<file path="config.mk">
export PLATFORM = sky130hd
export DESIGN_NAME = modmul_cell
export DESIGN_NICKNAME = d
export VERILOG_FILES = /design/src/sv/modmul_pkg.sv /design/src/sv/modmul_cell.sv
export SDC_FILE = /design/constraint.sdc
export NUM_CORES = 1
export LEC_CHECK = 0
export BUFFER_PORTS_ARGS = -buffer_cell sky130_fd_sc_hd__clkbuf_2
export CORE_AREA = 4 4 235 237
export CTS_CLUSTER_DIAMETER = 30
export DETAILED_ROUTE_END_ITERATION = 7
export DIE_AREA = 0 0 239 241
export PLACE_DENSITY = 0.76
export SLEW_MARGIN = 0
export SYNTH_ARGS = -nofsm -noshare
export SYNTH_HDL_FRONTEND = slang
export SYNTH_SLANG_ARGS = --single-unit
</file>
<file path="constraint.sdc">
create_clock -name clk -period 13.91 [get_ports clk]
set_clock_uncertainty 0.05 [all_clocks]
set_input_delay 2.0865 -clock clk [delete_from_list [all_inputs] [get_ports clk]]
set_output_delay 2.0865 -clock clk [all_outputs]
set_load 0.02 [all_outputs]
</file>
<file path="src/sv/modmul_pkg.sv">
`timescale 1ns / 1ps
// Shared types for the modular multiplier.
// No dependencies. Used by modmul_cell and modular_multiply_top.

package modmul_pkg;

  // Control bits that travel with each beat down the cell chain.
  typedef struct packed {
    logic valid;
    logic zero_mod;
  } ctl_t;

endpackage

</file>
<file path="src/sv/modmul_cell.sv">
`timescale 1ns / 1ps
// One step of the modular multiplier chain: acc = (2*acc + bit*addend) mod m.
// Depends on modmul_pkg (ctl_t).

module modmul_cell #(
  parameter int W = 60
) (
  input  logic                clk,
  input  logic                rst,
  input  logic                en,
  input  modmul_pkg::ctl_t    ctl_in,
  input  logic [W-1:0]        acc_in,
  input  logic [W-1:0]        addend_in,
  input  logic [W-1:0]        mod_in,
  input  logic [2*W-1:0]      bits_in,
  output modmul_pkg::ctl_t    ctl_out,
  output logic [W-1:0]        acc_out,
  output logic [W-1:0]        addend_out,
  output logic [W-1:0]        mod_out,
  output logic [2*W-1:0]      bits_out
);

  logic [W+1:0] sum;
  logic [W+1:0] mod_x1;
  logic [W+1:0] mod_x2;
  logic [W+1:0] red;
  logic [W-1:0] acc_next;

  // acc < m and addend < m, so sum < 3m: at most two subtractions of m.
  always_comb begin
    mod_x1 = {2'b00, mod_in};
    mod_x2 = {1'b0, mod_in, 1'b0};
    sum    = {1'b0, acc_in, 1'b0} + (bits_in[2*W-1] ? {2'b00, addend_in} : '0);
    if (sum >= mod_x2) begin
      red = sum - mod_x2;
    end else if (sum >= mod_x1) begin
      red = sum - mod_x1;
    end else begin
      red = sum;
    end
    acc_next = red[W-1:0];
  end

  always_ff @(posedge clk) begin
    if (rst) begin
      ctl_out <= '0;
    end else if (en) begin
      ctl_out <= ctl_in;
    end
  end

  always_ff @(posedge clk) begin
    if (en) begin
      acc_out    <= acc_next;
      addend_out <= addend_in;
      mod_out    <= mod_in;
      bits_out   <= {bits_in[2*W-2:0], 1'b0};
    end
  end

endmodule

</file>
[Word-level counts from Yosys, hierarchy flattened]
Cells that the tools add are included.
Storage, ports and cells
  register bits: 301
  bits in latches: 0
  RAM bits: 0
  bits in read-only memories: 0
  bits of input ports: 305
  output and inout port bits: 302
  logic and storage cells: 14
  memories: 0
Cells by class
  $add $sub $neg: 3
  multiply operators: 0
  div/mod/pow operators: 0
  magnitude comparators: 2
  equal/unequal tests: 0
  shifts and indexed selects: 0
  multiplexer cells: 3
  bitwise operators: 0
  reductions and logical operators: 0
Operator list (count)
  $mux W60: 3
  $sub A60 B60 Y60: 2
  $add A61 B60 Y62: 1
  $ge A62 B60 Y1: 1
  $ge A62 B61 Y1: 1

[Depth between registers and ports, before layout]
  word-level depth: 5
  mapped depth: 28
  mapped depth without buffers: 24

[Least setup slack after synthesis]
Ideal clock, no wire load.
  kind: input to register
  start point: input port bits_in[119]
  end point: register acc_out[1] (data pin)
  arrival time: 7.645 ns
  data required time: 13.599 ns
  path slack: 5.954 ns
  cell stages on the path: 28
  buffers on the path: 4
  path through: clkbuf_1 and2_1 ha_1 fa_1 a21o_1 a311o_1 a21oi_1 o31ai_2 a21oi_1 o31a_1 o21ai_0 a21oi_1 xnor2_1 ha_1 clkbuf_1 a21oi_1 o21ai_0 a221o_1 a21oi_1 and3_1 o21ai_1 nand3b_2 a211o_1 a221oi_4 buf_6 buf_6 mux2i_1 mux2i_1
Between the ends
  cells in the longest elaborated chain, start to end: 5
  elaborated cells between the ends (all ways): 8
  classes of those cells: 3 x add/sub; 2 x order compare; 3 x mux
Ends and longest elaborated chain
  start, declared: line modmul_cell.sv:15  | input logic [2*W-1:0] bits_in,
  $mux W60 *: line modmul_cell.sv:33  | sum = {1'b0, acc_in, 1'b0} + (bits_in[2*W-1] ? {2'b00, addend_in} : '0);
  $add A61 B60 Y62 *: line modmul_cell.sv:33
  $sub A60 B60 Y60 / $ge A62 B60 Y1 (equally long branches): line modmul_cell.sv:37, modmul_cell.sv:36
  $mux W60: line modmul_cell.sv:36  | end else if (sum >= mod_x1) begin
  $mux W60 *: line modmul_cell.sv:34  | if (sum >= mod_x2) begin
  named net red[1]: line modmul_cell.sv:26  | logic [W+1:0] red;
  end signal, assigned: line modmul_cell.sv:54  | acc_out <= acc_next;
  end, declared: line modmul_cell.sv:17  | output logic [W-1:0] acc_out,
The timed path passes the listed nets; every way through them passes the cells marked *.
A chain may end at the register's enable or synchronous reset.

[Final worst setup path]
  start point: input port bits_in[119]
  end point: register acc_out[2] (data pin)
The elaborated chain is that of the path after synthesis.

==> flow_summary.ini <==
[outcome]
outcome = completed

[timing]
finalCriticalPeriod_ps = 8885
setup_viol = 0
fmax_ghz = 0.1125
period_share_pct = 63.88
grt_setup_unrepaired = no
relSlewSlack_pct = 22.78
slew_violations = 0
worst_slew_pin_slew_ps = 1158
hold_ws_ps = 447.3
tns_ps = 0
finalHoldViolCount = 0

[drt]
num_vias = 19480
wire_per_inst_um = 21.06
route.detailed.drc = 0
viasPerCell = 5.536
wl_um = 74080
drt_iter0_markers = 1616
dr.pass1.iters = 6
final_antenna_net_count = 0

[synthesis]
synth_seq_cells = 301
synth_cell_types = 78
syn_area_per_cell_um2 = 9.945
yosys.area.top_type_share_pct = 41.93
synth_edf_count = 299
yosys.area.top_type = edfxtp_1
synth_area_mm2 = 0.02141
yosys-top-cells-area = edfxtp_1, ha_1, a21oi_1, xnor2_1, a21o_1
postSynth.asyncResetShare_pct = 0
syn-num-nets = 2640
yosysSeqAreaShare_pct = 42.12
synth-main-ff-cell = edfxtp_1
syn_inst = 2153
ys_warn_count = 0

[clock_network]
post_cts_buffers = 0
cts_max_level = 3
numCtsBuffers = 72
worstSkewPairLatency_ps = 580
tritoncts = done
hold_buffers = 0
cts_sinks = 301
cts_root_buffer = clkbuf_16
clock_path_buffers = 3
cts_resized = 0
path_clk_slew_ps = 40

[die]
rows = 85
io_pins = 607
die_y_um = 241
die_area_mm2 = 0.05760
initial_utilization_pct = 40.19
core_mm2 = 0.05328
dieWidth_um = 239

[power]
power_frac_clock_pct = 38.5
switching_share_pct = 35.72
p_int_mw = 3.063
leakage_nw = 12.52
cellPowerDensity_mw_per_mm2 = 172.0
seq_power_share_pct = 25.3
pwr-share-comb_pct = 36.2
irDropWorstVdd_v = 0.00008556
power_mw = 4.764
power_switching_mw = 1.702

[setup_path]
r2r_slack_ps = 13280
cp-start-kind = input pin
path_delay_family = compound AO/OA/AOI/OAI gates
slowest_delay_ps = 570
path_buf_inv = 3
cp_data_required_time_ps = 14210
critical-path-slowest-cell = o31ai_2
cp-end-kind = register
crit_fanout = 60
crit_top_cell = a21oi_1
critPathKind = input pin to register
arrival_ps = 9180

[placement]
place_area_mm2 = 0.02503
place_hpwl_um = 60200
dp.cells = 3383
io_buffers = 605
gp_congestion = 0.9839

[global_routing]
grt_use_total_pct = 24.08
antenna_found_initial = 2
grt_pass1_vias = 18540
grt_max_degree = 85
grt_pass1_wl_um = 107700
grt.overflow.total = 0

[cells_and_area]
area_growth_pct = 29.35
fill_cells = 4915
area.sequential_mm2 = 0.009019
final_area_mm2 = 0.02770
multi_input_area_mm2 = 0.01163
stdcell_count = 3518
drive_above_1_share_pct = 26.87
fin_nets = 3248

[run]
cap_violations = 0

[min_path]
hold_path_class = register to register
-- state kept, by name, summed over array words and instances, names as in the netlist --
register    flops
bits_out      119
mod_out        60
addend_out     60
acc_out        60
ctl_out         2
-- cell type report --
cell class	instances	share of cell area, %
Multi-Input combinational cell	1665	41.99
Sequential cell	301	32.56
Timing Repair Buffer	616	11.27
Clock buffer	79	6.600
Tap cell	696	3.144
Clock inverter	55	3.000
Inverter	105	1.423
Antenna cell	1	0.009035
-- power groups by stage --
stage,clock (mW),sequential [mW],combinational (mW)
global placement,0,1.22,1.70
floorplan,0,1.38,1.03
finish,1.83,1.21,1.73
global route,1.91,1.22,1.87
CTS,1.86,1.21,1.71
detailed placement,0,1.22,1.70
-- routing by layer --
layer | vias up | track usage, % | part of all wire (%)
met1 | 9200 | 28.76 | 39
met4 | 2 | 9.147 | 3.1
li1 | 9307 | - | -
met3 | 127 | 6.342 | 8.8
met5 | - | 0 | 0.011
met2 | 840 | 41.84 | 49
-- tightest hold or removal path, stage by stage (launching register included) --
cell and delay (ps):
dfxtp_1 320, mux2i_1 70, nor2_1 70
-- synthesized netlist by cell type (18+ instances only) --
cell type / number
nor2_1: 149
a21oi_1: 257
a211oi_1: 18
o21bai_1: 40
mux2i_1: 71
nand3_1: 55
nor2b_1: 20
edfxtp_1: 299
and3_1: 20
a31oi_1: 22
clkbuf_1: 63
o21ai_0: 108
nor3_1: 26
xor2_1: 61
a21o_1: 101
nand4_1: 42
inv_1: 105
nand2_1: 122
and2_1: 71
ha_1: 179
xnor2_1: 104
-- logic make-up after synthesis --
family | share of synthesized area (%)
fa+ha+maj | 10.74
buf+inv | 3.600
mux | 3.582
other cells | 0.01751
flops | 42.12
simple gates | 13.03
xor+xnor | 6.749
compound gates | 20.17
-- worst paths after layout --
check                                   from    endpoint  cells after the start
worst min register to register    ctl_out[1]  ctl_out[1]                      2
worst min-delay path              ctl_out[1]  ctl_out[1]                      2
worst max-delay path            bits_in[119]  acc_out[2]                     27
worst max register to register    ctl_out[0]  ctl_out[0]                      2
-- cell usage in the layout, fill, tap and decap left out, types with 8 or more instances in the layout --
cell         n
xor2_1      61
nand2b_1    16
a21oi_1    257
a211oi_1    18
o31ai_1     10
a211o_1     10
o21ai_0    108
a2111oi_0    9
nand2_1    122
xnor2_1    104
inv_1      105
o21a_1      16
nand3_1     55
and2_1      71
o21bai_1    40
and3_1      20
edfxtp_1   299
mux2i_1     71
ha_1       179
bufinv_16   16
o211ai_1    14
nand4_1     42
a31oi_1     22
nor2_1     149
buf_4       11
nor3_1      26
clkbuf_16   72
nor2b_1     20
or3_1        8
clkbuf_2   604
clkinv_1     8
a21o_1     101
-- through the flow --
step                utilization, %  setup WS (ps)
finish                       51.98           5025
global placement             46.98           4595
detailed placement           46.98           4390
global route                 51.98           4510
floorplan                        -           5954
CTS                          51.97           5017
(Power assumes the default switching activity.)
